===== src/rtl/pidpc_pkg.sv =====
// ----------------------------------------------------------------------------
// pidpc_pkg
// Shared widths, defaults, register indexes and pipeline control type of the
// PID position controller.
// ----------------------------------------------------------------------------
package pidpc_pkg;

   localparam int SAMPLE_BITS_DEF    = 12;
   localparam int GAIN_FRAC_BITS_DEF = 8;

   localparam int GAIN_W    = 16;   // Q8.8 gains at the default GAIN_FRAC_BITS
   localparam int DRIVE_W   = 16;
   localparam int SUM_W     = 32;   // saturating integral
   localparam int CSR_IDX_W = 3;
   localparam int CSR_W     = 16;   // widest register

   typedef enum logic [CSR_IDX_W-1:0] {
      CSR_GAIN_PROP    = 3'd0,
      CSR_GAIN_INTEG   = 3'd1,
      CSR_GAIN_DERIV   = 3'd2,
      CSR_TARGET_VALUE = 3'd3,
      CSR_UPPER_LIMIT  = 3'd4,
      CSR_LOWER_LIMIT  = 3'd5,
      CSR_RUN_ENABLE   = 3'd6
   } csr_index_type;

   // travels alongside the payload of each stage
   typedef struct packed {
      logic valid;
      logic run;     // loop was enabled when the word came in
   } pidpc_ctl_type;

endpackage


===== src/rtl/pidpc_err_stage.sv =====
// ----------------------------------------------------------------------------
// pidpc_err_stage
// Error, saturating integral and derivative difference; holds loop state.
// ----------------------------------------------------------------------------
module pidpc_err_stage #(
   parameter int SAMPLE_BITS = pidpc_pkg::SAMPLE_BITS_DEF
) (
   input  logic                                     clock,
   input  logic                                     reset,
   input  logic                                     in_valid,
   output logic                                     in_ready,
   input  logic [SAMPLE_BITS-1:0]                   meas,
   input  logic [SAMPLE_BITS-1:0]                   target,
   input  logic                                     run,
   input  logic                                     clear,
   input  logic                                     down_ready,
   output pidpc_pkg::pidpc_ctl_type                 ctl,
   output logic signed [SAMPLE_BITS:0]              err,
   output logic signed [pidpc_pkg::SUM_W-1:0]       sum,
   output logic signed [SAMPLE_BITS+1:0]            delta
);

   localparam int ERR_W   = SAMPLE_BITS + 1;
   localparam int DELTA_W = SAMPLE_BITS + 2;
   localparam int SUM_W   = pidpc_pkg::SUM_W;

   pidpc_pkg::pidpc_ctl_type   ctl_ff, ctl_in;
   logic signed [ERR_W-1:0]    err_ff, last_error_ff, last_error_in, err_w;
   logic signed [SUM_W-1:0]    sum_ff, error_sum_ff, error_sum_in, sum_sat;
   logic signed [DELTA_W-1:0]  delta_ff, delta_w;
   logic signed [SUM_W:0]      sum_wide;
   logic                       accept;

   assign in_ready = !ctl_ff.valid || down_ready;
   assign accept   = in_valid && in_ready;

   assign err_w    = $signed({1'b0, target}) - $signed({1'b0, meas});
   assign delta_w  = DELTA_W'(last_error_ff) - DELTA_W'(err_w);
   assign sum_wide = (SUM_W+1)'(error_sum_ff) + (SUM_W+1)'(err_w);

   // overflow shows as differing top two bits
   always_comb begin
      if (sum_wide[SUM_W] != sum_wide[SUM_W-1]) begin
         sum_sat = sum_wide[SUM_W] ? {1'b1, {(SUM_W-1){1'b0}}}
                                   : {1'b0, {(SUM_W-1){1'b1}}};
      end else begin
         sum_sat = sum_wide[SUM_W-1:0];
      end
   end

   always_comb begin
      ctl_in = ctl_ff;
      if (in_ready) begin
         ctl_in.valid = in_valid;
         ctl_in.run   = run;
      end
   end

   always_comb begin
      error_sum_in  = error_sum_ff;
      last_error_in = last_error_ff;
      if (clear) begin
         error_sum_in  = '0;
         last_error_in = '0;
      end else if (accept && run) begin
         error_sum_in  = sum_sat;
         last_error_in = err_w;
      end
   end

   always_ff @(posedge clock) begin
      if (reset) begin
         ctl_ff        <= '0;
         error_sum_ff  <= '0;
         last_error_ff <= '0;
      end else begin
         ctl_ff        <= ctl_in;
         error_sum_ff  <= error_sum_in;
         last_error_ff <= last_error_in;
      end
   end

   always_ff @(posedge clock) begin
      if (accept) begin
         err_ff   <= err_w;
         sum_ff   <= sum_sat;
         delta_ff <= delta_w;
      end
   end

   assign ctl   = ctl_ff;
   assign err   = err_ff;
   assign sum   = sum_ff;
   assign delta = delta_ff;

   a_clear_state: assert property (@(posedge clock) disable iff (reset)
      clear |=> (error_sum_ff == '0 && last_error_ff == '0))
      else $error("setpoint write did not clear loop state");

   a_idle_hold: assert property (@(posedge clock) disable iff (reset)
      (!clear && !(accept && run)) |=> ($stable(error_sum_ff) && $stable(last_error_ff)))
      else $error("loop state moved without an enabled word");

   a_no_wrap: assert property (@(posedge clock) disable iff (reset)
      (!clear && accept && run && !err_w[ERR_W-1])
      |=> (error_sum_ff >= $past(error_sum_ff)))
      else $error("integral wrapped on a non-negative error");

endmodule


===== src/rtl/pidpc_mult_stage.sv =====
// ----------------------------------------------------------------------------
// pidpc_mult_stage
// The three gain products, each registered.
// ----------------------------------------------------------------------------
module pidpc_mult_stage #(
   parameter int SAMPLE_BITS = pidpc_pkg::SAMPLE_BITS_DEF
) (
   input  logic                                                  clock,
   input  logic                                                  reset,
   input  pidpc_pkg::pidpc_ctl_type                              up_ctl,
   output logic                                                  up_ready,
   input  logic signed [SAMPLE_BITS:0]                           err,
   input  logic signed [pidpc_pkg::SUM_W-1:0]                    sum,
   input  logic signed [SAMPLE_BITS+1:0]                         delta,
   input  logic signed [pidpc_pkg::GAIN_W-1:0]                   gain_prop,
   input  logic signed [pidpc_pkg::GAIN_W-1:0]                   gain_integ,
   input  logic signed [pidpc_pkg::GAIN_W-1:0]                   gain_deriv,
   input  logic                                                  down_ready,
   output pidpc_pkg::pidpc_ctl_type                              ctl,
   output logic signed [pidpc_pkg::GAIN_W+SAMPLE_BITS:0]         prod_p,
   output logic signed [pidpc_pkg::GAIN_W+pidpc_pkg::SUM_W-1:0]  prod_i,
   output logic signed [pidpc_pkg::GAIN_W+SAMPLE_BITS+1:0]       prod_d
);

   localparam int P_W = pidpc_pkg::GAIN_W + SAMPLE_BITS + 1;
   localparam int I_W = pidpc_pkg::GAIN_W + pidpc_pkg::SUM_W;
   localparam int D_W = pidpc_pkg::GAIN_W + SAMPLE_BITS + 2;

   pidpc_pkg::pidpc_ctl_type ctl_ff, ctl_in;
   logic signed [P_W-1:0]    prod_p_ff;
   logic signed [I_W-1:0]    prod_i_ff;
   logic signed [D_W-1:0]    prod_d_ff;
   logic                     load;

   assign up_ready = !ctl_ff.valid || down_ready;
   assign load     = up_ctl.valid && up_ready;

   always_comb begin
      ctl_in = ctl_ff;
      if (up_ready) begin
         ctl_in = up_ctl;
      end
   end

   always_ff @(posedge clock) begin
      if (reset) begin
         ctl_ff <= '0;
      end else begin
         ctl_ff <= ctl_in;
      end
   end

   always_ff @(posedge clock) begin
      if (load) begin
         prod_p_ff <= P_W'(gain_prop) * P_W'(err);
         prod_i_ff <= I_W'(gain_integ) * I_W'(sum);
         prod_d_ff <= D_W'(gain_deriv) * D_W'(delta);
      end
   end

   assign ctl    = ctl_ff;
   assign prod_p = prod_p_ff;
   assign prod_i = prod_i_ff;
   assign prod_d = prod_d_ff;

endmodule


===== src/rtl/pidpc_out_stage.sv =====
// ----------------------------------------------------------------------------
// pidpc_out_stage
// Product sum, then scaling toward zero, saturation, clamp and result register.
// ----------------------------------------------------------------------------
module pidpc_out_stage #(
   parameter int SAMPLE_BITS    = pidpc_pkg::SAMPLE_BITS_DEF,
   parameter int GAIN_FRAC_BITS = pidpc_pkg::GAIN_FRAC_BITS_DEF
) (
   input  logic                                                  clock,
   input  logic                                                  reset,
   input  pidpc_pkg::pidpc_ctl_type                              up_ctl,
   output logic                                                  up_ready,
   input  logic signed [pidpc_pkg::GAIN_W+SAMPLE_BITS:0]         prod_p,
   input  logic signed [pidpc_pkg::GAIN_W+pidpc_pkg::SUM_W-1:0]  prod_i,
   input  logic signed [pidpc_pkg::GAIN_W+SAMPLE_BITS+1:0]       prod_d,
   input  logic signed [pidpc_pkg::DRIVE_W-1:0]                  upper_limit,
   input  logic signed [pidpc_pkg::DRIVE_W-1:0]                  lower_limit,
   output logic                                                  out_valid,
   input  logic                                                  out_ready,
   output logic signed [pidpc_pkg::DRIVE_W-1:0]                  drive
);

   localparam int DRIVE_W = pidpc_pkg::DRIVE_W;
   // integral product is the widest term for every sample width in range
   localparam int ACC_W   = pidpc_pkg::GAIN_W + pidpc_pkg::SUM_W + 2;
   localparam logic [ACC_W-1:0] FRAC_MASK =
      ACC_W'((64'd1 << GAIN_FRAC_BITS) - 64'd1);
   localparam logic signed [ACC_W-1:0] DRIVE_MAX = ACC_W'(32767);
   localparam logic signed [ACC_W-1:0] DRIVE_MIN = ACC_W'(-32768);

   pidpc_pkg::pidpc_ctl_type     acc_ctl_ff, acc_ctl_in;
   logic signed [ACC_W-1:0]      acc_ff, acc_w, acc_adj, acc_scaled;
   logic signed [DRIVE_W-1:0]    sat_w, clamp_w, drive_ff, drive_in;
   logic                         out_valid_ff, out_valid_in, res_ready, acc_load;

   // stage 1: product sum
   assign res_ready = !out_valid_ff || out_ready;
   assign up_ready  = !acc_ctl_ff.valid || res_ready;
   assign acc_load  = up_ctl.valid && up_ready;
   assign acc_w     = ACC_W'(prod_p) + ACC_W'(prod_i) + ACC_W'(prod_d);

   always_comb begin
      acc_ctl_in = acc_ctl_ff;
      if (up_ready) begin
         acc_ctl_in = up_ctl;
      end
   end

   // stage 2: scale toward zero, saturate, clamp
   assign acc_adj    = acc_ff + (acc_ff[ACC_W-1] ? $signed(FRAC_MASK) : $signed(ACC_W'(0)));
   assign acc_scaled = acc_adj >>> GAIN_FRAC_BITS;

   always_comb begin
      if (acc_scaled > DRIVE_MAX) begin
         sat_w = DRIVE_W'(DRIVE_MAX);
      end else if (acc_scaled < DRIVE_MIN) begin
         sat_w = DRIVE_W'(DRIVE_MIN);
      end else begin
         sat_w = acc_scaled[DRIVE_W-1:0];
      end
   end

   // upper first, lower wins when the limits are crossed
   always_comb begin
      clamp_w = sat_w;
      if (upper_limit != '0 && lower_limit != '0) begin
         if (clamp_w > upper_limit) begin
            clamp_w = upper_limit;
         end
         if (clamp_w < lower_limit) begin
            clamp_w = lower_limit;
         end
      end
   end

   always_comb begin
      out_valid_in = out_valid_ff;
      drive_in     = drive_ff;
      if (res_ready) begin
         out_valid_in = acc_ctl_ff.valid;
         drive_in     = acc_ctl_ff.run ? clamp_w : '0;
      end
   end

   always_ff @(posedge clock) begin
      if (reset) begin
         acc_ctl_ff   <= '0;
         out_valid_ff <= 1'b0;
      end else begin
         acc_ctl_ff   <= acc_ctl_in;
         out_valid_ff <= out_valid_in;
      end
   end

   always_ff @(posedge clock) begin
      if (acc_load) begin
         acc_ff <= acc_w;
      end
      drive_ff <= drive_in;
   end

   assign out_valid = out_valid_ff;
   assign drive     = drive_ff;

endmodule


===== src/rtl/pid_position_controller_unit.sv =====
// ----------------------------------------------------------------------------
// pid_position_controller_unit
// Fixed-point PID loop with saturating integral and optional output clamp.
// ----------------------------------------------------------------------------
// Pipeline: a word passes the error, product, sum and result registers (4 register stages).
// Throughput: one word per cycle unless rsp_ stalls; a stage holds while the next is full.
// The loop state (integral, last error) is updated in the first stage, so
// back-to-back samples see each other's state with no gap.
// Reset (synchronous, active high): state, config and valid flags to 0; data regs not reset.
// ----------------------------------------------------------------------------
module pid_position_controller_unit #(
   parameter int SAMPLE_BITS    = pidpc_pkg::SAMPLE_BITS_DEF,     // 8..16
   parameter int GAIN_FRAC_BITS = pidpc_pkg::GAIN_FRAC_BITS_DEF   // 0..12
) (
   input  logic                                  clock,
   input  logic                                  reset,
   // sample channel
   input  logic                                  req_tvalid,
   output logic                                  req_tready,
   input  logic [((SAMPLE_BITS+7)/8)*8-1:0]      req_tdata,   // [SAMPLE_BITS-1:0] measurement
   // drive channel
   output logic                                  rsp_tvalid,
   input  logic                                  rsp_tready,
   output logic [pidpc_pkg::DRIVE_W-1:0]         rsp_tdata,   // [15:0] drive
   // register writes
   input  logic                                  csr_we,
   input  logic [pidpc_pkg::CSR_IDX_W-1:0]       csr_index,
   input  logic [pidpc_pkg::CSR_W-1:0]           csr_wdata
);

   localparam int GAIN_W  = pidpc_pkg::GAIN_W;
   localparam int SUM_W   = pidpc_pkg::SUM_W;
   localparam int DRIVE_W = pidpc_pkg::DRIVE_W;

   // ---- configuration registers ----
   logic signed [GAIN_W-1:0]   gain_prop_ff, gain_integ_ff, gain_deriv_ff;
   logic signed [DRIVE_W-1:0]  upper_limit_ff, lower_limit_ff;
   logic [SAMPLE_BITS-1:0]     target_value_ff;
   logic                       run_enable_ff;
   logic                       target_clear;

   // a setpoint write also clears the loop state in the error stage
   assign target_clear = csr_we &&
      (pidpc_pkg::csr_index_type'(csr_index) == pidpc_pkg::CSR_TARGET_VALUE);

   always_ff @(posedge clock) begin
      if (reset) begin
         gain_prop_ff    <= '0;
         gain_integ_ff   <= '0;
         gain_deriv_ff   <= '0;
         target_value_ff <= '0;
         upper_limit_ff  <= '0;
         lower_limit_ff  <= '0;
         run_enable_ff   <= 1'b0;
      end else if (csr_we) begin
         case (pidpc_pkg::csr_index_type'(csr_index))
            pidpc_pkg::CSR_GAIN_PROP:    gain_prop_ff    <= csr_wdata[GAIN_W-1:0];
            pidpc_pkg::CSR_GAIN_INTEG:   gain_integ_ff   <= csr_wdata[GAIN_W-1:0];
            pidpc_pkg::CSR_GAIN_DERIV:   gain_deriv_ff   <= csr_wdata[GAIN_W-1:0];
            pidpc_pkg::CSR_TARGET_VALUE: target_value_ff <= csr_wdata[SAMPLE_BITS-1:0];
            pidpc_pkg::CSR_UPPER_LIMIT:  upper_limit_ff  <= csr_wdata[DRIVE_W-1:0];
            pidpc_pkg::CSR_LOWER_LIMIT:  lower_limit_ff  <= csr_wdata[DRIVE_W-1:0];
            pidpc_pkg::CSR_RUN_ENABLE:   run_enable_ff   <= csr_wdata[0];
            default: ;   // unknown index: write dropped
         endcase
      end
   end

   // ---- stage 1: error, integral, derivative difference ----
   pidpc_pkg::pidpc_ctl_type      err_ctl, mul_ctl;
   logic signed [SAMPLE_BITS:0]   err;
   logic signed [SUM_W-1:0]       sum;
   logic signed [SAMPLE_BITS+1:0] delta;
   logic                          mul_up_ready, out_up_ready;

   pidpc_err_stage #(
      .SAMPLE_BITS (SAMPLE_BITS)
   ) u_err (
      .clock      (clock),
      .reset      (reset),
      .in_valid   (req_tvalid),
      .in_ready   (req_tready),
      .meas       (req_tdata[SAMPLE_BITS-1:0]),
      .target     (target_value_ff),
      .run        (run_enable_ff),
      .clear      (target_clear),
      .down_ready (mul_up_ready),
      .ctl        (err_ctl),
      .err        (err),
      .sum        (sum),
      .delta      (delta)
   );

   // ---- stage 2: gain products ----
   logic signed [GAIN_W+SAMPLE_BITS:0]   prod_p;
   logic signed [GAIN_W+SUM_W-1:0]       prod_i;
   logic signed [GAIN_W+SAMPLE_BITS+1:0] prod_d;

   pidpc_mult_stage #(
      .SAMPLE_BITS (SAMPLE_BITS)
   ) u_mult (
      .clock      (clock),
      .reset      (reset),
      .up_ctl     (err_ctl),
      .up_ready   (mul_up_ready),
      .err        (err),
      .sum        (sum),
      .delta      (delta),
      .gain_prop  (gain_prop_ff),
      .gain_integ (gain_integ_ff),
      .gain_deriv (gain_deriv_ff),
      .down_ready (out_up_ready),
      .ctl        (mul_ctl),
      .prod_p     (prod_p),
      .prod_i     (prod_i),
      .prod_d     (prod_d)
   );

   // ---- stages 3 and 4: sum, scale, saturate, clamp, result register ----
   logic signed [DRIVE_W-1:0] drive;

   pidpc_out_stage #(
      .SAMPLE_BITS    (SAMPLE_BITS),
      .GAIN_FRAC_BITS (GAIN_FRAC_BITS)
   ) u_out (
      .clock       (clock),
      .reset       (reset),
      .up_ctl      (mul_ctl),
      .up_ready    (out_up_ready),
      .prod_p      (prod_p),
      .prod_i      (prod_i),
      .prod_d      (prod_d),
      .upper_limit (upper_limit_ff),
      .lower_limit (lower_limit_ff),
      .out_valid   (rsp_tvalid),
      .out_ready   (rsp_tready),
      .drive       (drive)
   );

   assign rsp_tdata = drive;

   // an empty first stage must always take a word
   a_first_free: assert property (@(posedge clock) disable iff (reset)
      !err_ctl.valid |-> req_tready)
      else $error("sample channel stalled with empty first stage");

endmodule

===== config.mk =====
export PLATFORM = sky130hd
export DESIGN_NAME = pid_position_controller_unit
export DESIGN_NICKNAME = d
export VERILOG_FILES = /design/src/rtl/pidpc_pkg.sv /design/src/rtl/pidpc_err_stage.sv /design/src/rtl/pidpc_mult_stage.sv /design/src/rtl/pidpc_out_stage.sv /design/src/rtl/pid_position_controller_unit.sv
export SDC_FILE = /design/constraint.sdc
export NUM_CORES = 2
export LEC_CHECK = 0
export BUFFER_PORTS_ARGS = -buffer_cell sky130_fd_sc_hd__buf_4
export CAP_MARGIN = 20
export CORE_MARGIN = 2
export CORE_UTILIZATION = 30
export DETAILED_ROUTE_END_ITERATION = 10
export REMOVE_ABC_BUFFERS = 1
export SLEW_MARGIN = 30
export SYNTH_ARGS = -nofsm -noshare
export SYNTH_HDL_FRONTEND = slang
export SYNTH_SLANG_ARGS = --single-unit
export TNS_END_PERCENT = 5

===== constraint.sdc =====
create_clock -name clock -period 7.4 [get_ports clock]
set_input_delay 1.48 -clock clock [delete_from_list [all_inputs] [get_ports clock]]
set_output_delay 1.48 -clock clock [all_outputs]
set_load 0.02 [all_outputs]

**After elaboration in Yosys (flattened, before gate mapping)**

Cells that the tools add are included.

- Reductions and logical operators: 25
- $lt $le $gt $ge: 4
- $add $sub $neg: 6
- Multiplexer cells: 9
- Eq/ne operators: 7
- Multipliers: 3

Operators with widths:

| operator | count |
|---|---|
| $mux 16 | 6 |
| $mux 32 | 2 |
| $add 49x30->50 | 1 |
| $add 50x9->50 | 1 |
| $add 29x48->49 | 1 |
| $mul 16x32->48 | 1 |
| $gt 42x16->1 const B | 1 |
| $lt 42x16->1 const B | 1 |
| $add 32x13->33 | 1 |
| $reduce_bool 16->1 | 2 |
| $mul 16x14->30 | 1 |
| $mul 16x13->29 | 1 |
| $gt 16x16->1 | 1 |
| $lt 16x16->1 | 1 |
| $reduce_and 2->1 | 7 |
| $sub 13x13->14 | 1 |
| $sub 12x12->13 | 1 |
| $eq 3x3->1 const B | 3 |
| $mux 8 | 1 |
| $eq 3x2->1 const B | 2 |
| $logic_and 1x1->1 | 6 |
| $logic_not 1->1 | 4 |
| $logic_or 1x1->1 | 4 |
| $eq 3x1->1 const B | 1 |
| 3 further kinds | 3 |

- Bits of input ports: 40
- Output and inout bits: 18
- Logic and storage cells: 78
- Register bits after elaboration: 377

**Logic depth before layout (Yosys ltp)**

- Depth after elaboration: 11
- Mapped depth: 35
- Depth with buffers taken out: 30

**Cells and area by module**

From an unflattened synthesis, not the netlist that was laid out.

- Cell total of the unflattened synthesis: 5,830
- Area, all modules: 55,547.0 um^2

Modules (own cells, without submodules):

| module | cells an instance | times used | area an instance (um^2) | sequential area each (um^2) |
|---|---|---|---|---|
| pidpc_mult_stage | 3,869 | 1 | 36,734.0 | 3,253.1 |
| pidpc_out_stage | 923 | 1 | 8,499.4 | 2,042.0 |
| pidpc_err_stage | 712 | 1 | 6,653.9 | 2,712.6 |
| pid_position_controller_unit | 326 | 1 | 3,659.8 | 1,861.8 |

**Worst setup path after synthesis**

OpenSTA, ideal clock, no wires.

- Kind: input to register
- Start point: input port req_tdata[0]
- End point: register u_err.error_sum_ff[0]
- Slack: 0.082 ns
- Cell stages on the path: 26
- Arrival: 7.244 ns
- Setup time: 0.074 ns
- Required time: 7.326 ns
- Buffers on the path: 2
- Cells stage by stage: ha_1 > inv_1 > fa_1 > a21o_1 > a21oi_1 > o21ai_0 > a21oi_1 > o21ai_0 > a21oi_1 > o21bai_1 > a21oi_1 > o21bai_1 > a21oi_1 > ha_1 > o21a_1 > o21a_1 > o21ai_0 > o21ai_0 > o2111a_1 > o31a_1 > nor4_1 > nor2_1 > or3_1 > buf_2 > clkbuf_1 > o21ai_0

- Cells in the longest elaborated chain, start to end: 4
- Elaborated cells on any way between the ends: 5
- Classes of those cells: 2 x add/sub; 1 x eq/ne; 2 x mux

Ends and longest elaborated chain:

| element | line | text |
|---|---|---|
| start: declaration | pid_position_controller_unit.sv:20 | `input logic [((SAMPLE_BITS+7)/8)*8-1:0] req_tdata,` |
| $sub 12x12->13 (*) | pidpc_err_stage.sv:37 | `assign err_w = $signed({1'b0, target}) - $signed({1'b0, meas});` |
| named net u_err.err_w[12] | pidpc_err_stage.sv:28 | `logic signed [ERR_W-1:0] err_ff, last_error_ff, last_error_in, err_w;` |
| $add 32x13->33 (*) | pidpc_err_stage.sv:39 | `assign sum_wide = (SUM_W+1)'(error_sum_ff) + (SUM_W+1)'(err_w);` |
| $mux 32 / $ne 1x1->1 (equally long branches) | pidpc_err_stage.sv:44, pidpc_err_stage.sv:43 |  |
| $mux 32 (*) | pidpc_err_stage.sv:43 | `if (sum_wide[SUM_W] != sum_wide[SUM_W-1]) begin` |
| end signal: assignment | pidpc_err_stage.sv:78 | `error_sum_ff <= error_sum_in;` |
| end: declaration | pidpc_err_stage.sv:29 | `logic signed [SUM_W-1:0] sum_ff, error_sum_ff, error_sum_in, sum_sat;` |

Mark *: on every way through the listed nets, which the timed path passes. The rest lies on a longest branch.
A chain may end at the register's enable or synchronous reset.

**Final worst setup path**

- Start point: register u_out.acc_ff[49]
- End point: register u_out.drive_ff[9] (netlist: u_out.drive[9]) (data pin)

- Cells in the longest elaborated chain, start to end: 11
- Elaborated cells on any way between the ends: 12
- Classes of those cells: 1 x add/sub; 4 x order compare; 7 x mux

Ends and longest elaborated chain:

| element | line | text |
|---|---|---|
| start: declaration | pidpc_out_stage.sv:32 | `logic signed [ACC_W-1:0] acc_ff, acc_w, acc_adj, acc_scaled;` |
| start signal: assignment | pidpc_out_stage.sv:97 | `acc_ff <= acc_w;` |
| $mux 8 | pidpc_out_stage.sv:50 | `assign acc_adj = acc_ff + (acc_ff[ACC_W-1] ? $signed(FRAC_MASK) : $signed(ACC_W'(0)));` |
| $add 50x9->50 (*) | pidpc_out_stage.sv:50 |  |
| $lt 42x16->1 | pidpc_out_stage.sv:56 | `end else if (acc_scaled < DRIVE_MIN) begin` |
| $mux 16 | pidpc_out_stage.sv:56 |  |
| $mux 16 (*) | pidpc_out_stage.sv:54 | `if (acc_scaled > DRIVE_MAX) begin` |
| $gt 16x16->1 | pidpc_out_stage.sv:67 | `if (clamp_w > upper_limit) begin` |
| $mux 16 | pidpc_out_stage.sv:67 |  |
| $mux 16 | pidpc_out_stage.sv:66 | `if (upper_limit != '0 && lower_limit != '0) begin` |
| $lt 16x16->1 | pidpc_out_stage.sv:70 | `if (clamp_w < lower_limit) begin` |
| $mux 16 | pidpc_out_stage.sv:70 |  |
| $mux 16 (*) | pidpc_out_stage.sv:66 |  |
| end signal: assignment | pidpc_out_stage.sv:99 | `drive_ff <= drive_in;` |
| end: declaration | pidpc_out_stage.sv:33 | `logic signed [DRIVE_W-1:0] sat_w, clamp_w, drive_ff, drive_in;` |

Every way passes the cells marked *; elsewhere a longest branch is shown, timed or not. The select of a mux whose other input is x is not followed.

==> metrics.cfg <==
[synth]
synth_xor_area_share_pct=3.55
synthMuxAreaShare_pct=0.580
synth-compound-area-share_pct=8.08
yosysUniqueCellTypes=78
synth-simple-area-share_pct=15.3
syn_inst=5645
synthFlopType=edfxtp_1
synth_top_family_by_area=adder cells
syn_avg_cell_area_sq_um=9.44
synth_edf_count=232
yosys_warnings=0
ys_seq_elements=377
ys_seq_area_share_pct=18.5
synth-async-reset-ratio_pct=0
netlist_area_sq_um=53300
synthAdderAreaFrac_pct=45.3

[final_layout]
syn_to_final_growth_pct=11.1
n_fill_cell=18000
nets=7144
final_util_pct=33.6
final_cell_area_sq_um=59300
drive_gt1_share_pct=6.96

[detailed_routing]
postRouteAntennaNets=0
first_iter_violations=2274
routed_wl_um=137000
drc=0
first_pass_iters=6
wire_per_inst_um=16.8
viasPerCell=4.69
vias=38200

[critical_path]
cp-end-kind=flip-flop
path_max_fanout=13
crit_family=compound AO/OA/AOI/OAI gates
slowest_delay_ps=520
crit_buf_inv=5
crit_path_top_delay_cell=o41a_1
worst-endpoint-required_ps=7810
r2r_slack_ps=220
crit_arrival_ps=7580
worst_setup_path_start_kind=flip-flop
critPathKind=reg -> reg

[clock_tree]
clk_pin_slew_worst_paths_ps=60
cts_buffer_depth=3
clkSinkCount=377
numCtsBuffers=46
tritoncts=built
insertion_delay_ps=620
clockRootBuffer=clkbuf_16
cts.htree.levels=2
cts_hold_buf=0

[floorplanning]
die_x_um=426
die_area_sq_um=181000
pin_count=58
coreArea_sq_um=176000
core.rowCount=154
die_h_um=426
start_util_pct=30.2

[timing]
tightestPinTransition_ps=1000
grt_setup_unrepaired=yes
timing.final.hold_violations=0
finalMaxSlewViolations=0
whs_ps=449
setup_viol=0
fin_crit_ps=7180
fin_crit_sh_pct=97.0
timing.setup.tns_ps=0
fmax_mhz=139
fin_skew_ps=61.4
relSlewSlack_pct=32.9

[pwr]
ir_drop_mv=0.186
p_per_area_nw_per_um2=165
leakage_nw=26.6

[outcome]
outcome=finished, final reports clean

[worst_hold_path]
hp-class=reg -> reg

[global_routing]
grt_antenna_before_repair=3
grt_use_total_pct=15.5
grt_pass1_vias=41000
grt_pass1_wl_um=223000
overflow=0
grt_max_degree=66

[job]
cap_violations=0

[place]
port_buffers=53
post-dp-hpwl_um=113000
place_congestion=0.896
placement.cell_area_sq_um=57500

logic make-up (layout without fill, tap and decap cells):
kind of cell             after synthesis  in the layout
multiplexers                          29             29
buffers and inverters               1233           1376
AO/OA/AOI/OAI                        703            704
flip-flops                           377            377
adder cells (fa/ha/maj)             1360           1360
XOR/XNOR                             215            215
other                                  0              2
AND/OR/NAND/NOR                     1728           1728
path summary, 6_finish.rpt:
check                                  start                            to  depth (start not counted)
setup / recovery  u_out.acc_ff[49]$_DFFE_PP_  u_out.drive[9]$_SDFFCE_PN0P_                         30
setup reg to reg  u_out.acc_ff[49]$_DFFE_PP_  u_out.drive[9]$_SDFFCE_PN0P_                         30
hold reg to reg   u_mult.ctl[0]$_SDFFE_PP0P_    u_mult.ctl[0]$_SDFFE_PP0P_                          2
hold / removal    u_mult.ctl[0]$_SDFFE_PP0P_    u_mult.ctl[0]$_SDFFE_PP0P_                          2
final cells by class:
class	count	area (sq um)	area share [%]
clock buffer	65	1330	2.24
timing repair buffer	252	2010	3.39
antenna	2	5.00	0.00845
sequential	377	9880	16.7
multi-input combinational	4036	39000	65.8
inverter	1038	3900	6.58
tap	2340	2930	4.94
clock inverter	21	233	0.393
cell usage in the layout, fill, tap and decap left out, drive strengths merged, types with 15 or more instances in the layout:
cell | Yosys | layout
inv | 1038 | 1041
fa | 952 | 952
nand2 | 886 | 886
ha | 401 | 401
and2 | 360 | 360
a21oi | 273 | 273
buf | 12 | 252
edfxtp | 232 | 232
nor2 | 171 | 171
xnor2 | 156 | 156
o21ai | 153 | 153
dfxtp | 145 | 145
nand2b | 89 | 89
a21o | 88 | 88
clkbuf | 183 | 65
xor2 | 59 | 59
nand3 | 50 | 50
o21bai | 36 | 36
nor3 | 35 | 35
o21a | 32 | 32
nor2b | 29 | 29
nand4 | 23 | 23
and3 | 20 | 20
nor4 | 19 | 19
a211oi | 18 | 18
mux2 | 15 | 15
registers in the layout, summed over array words and instances, names as in the netlist:
name / flops
u_out.acc_ff: 50
u_mult.prod_i: 48
u_err.error_sum_ff: 32
u_err.sum: 32
u_mult.prod_d: 30
u_mult.prod_p: 29
gain_deriv_ff: 16
gain_integ_ff: 16
gain_prop_ff: 16
lower_limit_ff: 16
u_out.drive: 16
upper_limit_ff: 16
u_err.delta: 14
u_err.err: 13
u_err.last_error_ff: 13
target_value_ff: 12
u_err.ctl: 2
u_mult.ctl: 2
u_out.acc_ctl_ff: 2
run_enable_ff: 1
u_out.out_valid: 1
cell usage after synthesis, drive strengths merged, types with 6 or more instances:
master  instances  area [sq um]
a21oi         273          1370
dfxtp         145          2900
and3           20           125
o21ai         153           766
a211oi         18           135
clkbuf        183           687
a31oi          14          87.6
o31a            9          78.8
o21bai         36           274
edfxtp        232          6970
maj3            7          70.1
or2            10          62.6
o31ai           6          45.0
nand2b         89           557
nor4           19           119
buf            12          68.8
fa            952         19100
nand3          50           250
nand2         886          3330
nor2          171           642
and2          360          2250
inv          1038          3900
a21o           88           661
or4            10          78.8
mux2i          14           140
ha            401          5020
nor2b          29           181
xnor2         156          1370
o21a           32           240
o211ai          6          50.1
xor2           59           517
and4            8          70.1
mux2           15           169
nand4          23           144
nor3           35           186
a21boi          8          60.1
or3            10          62.6
a31o            6          52.6
o311ai          7          61.3
metrics by stage:
| step | instances | setup WS [ps] | power (mW) |
|---|---|---|---|
| finish | 8131 | 222 | 9.76 |
| global route | 8131 | -184 | 10.5 |
| CTS | 8119 | 41.5 | 9.80 |
| detailed placement | 8033 | 104 | 7.41 |
| global placement | 8033 | 122 | 7.36 |
| floorplan | 5450 | -1070 | 6.02 |
worst register-to-register path, delay by kind of cell, from the launching register on:
kind                       cells  cell delay, ps
and+or+nand+nor                7            1370
buffers and inverters          5             900
AOI/OAI and AO/OA             13            2860
DFF                            1             370
adders and majority gates      3             870
muxes                          2             610
report_power, final:
group | total, mW | internal, mW | switching, mW
logic | 4.44 | 1.90 | 2.54
clock network | 2.33 | 1.34 | 0.993
registers | 2.98 | 2.65 | 0.328
total | 9.76 | 5.89 | 3.86
timing repair:
item                                   4_1_cts  5_1_grt
gates resized for setup                      0       44
setup endpoints to repair                    0       29
buffers inserted                             0        9
endpoints found under the hold margin        0        0
routing by layer:
layer  vias up  GRT usage [%]  share of wire (%)
met5         -              0                  0
met4         0           6.63                4.8
met3       244           2.40                5.2
met2       880           26.4                 48
met1     19200           19.6                 42
li1      17800              -                  -
Note: power is estimated with default switching activity, not from simulation.
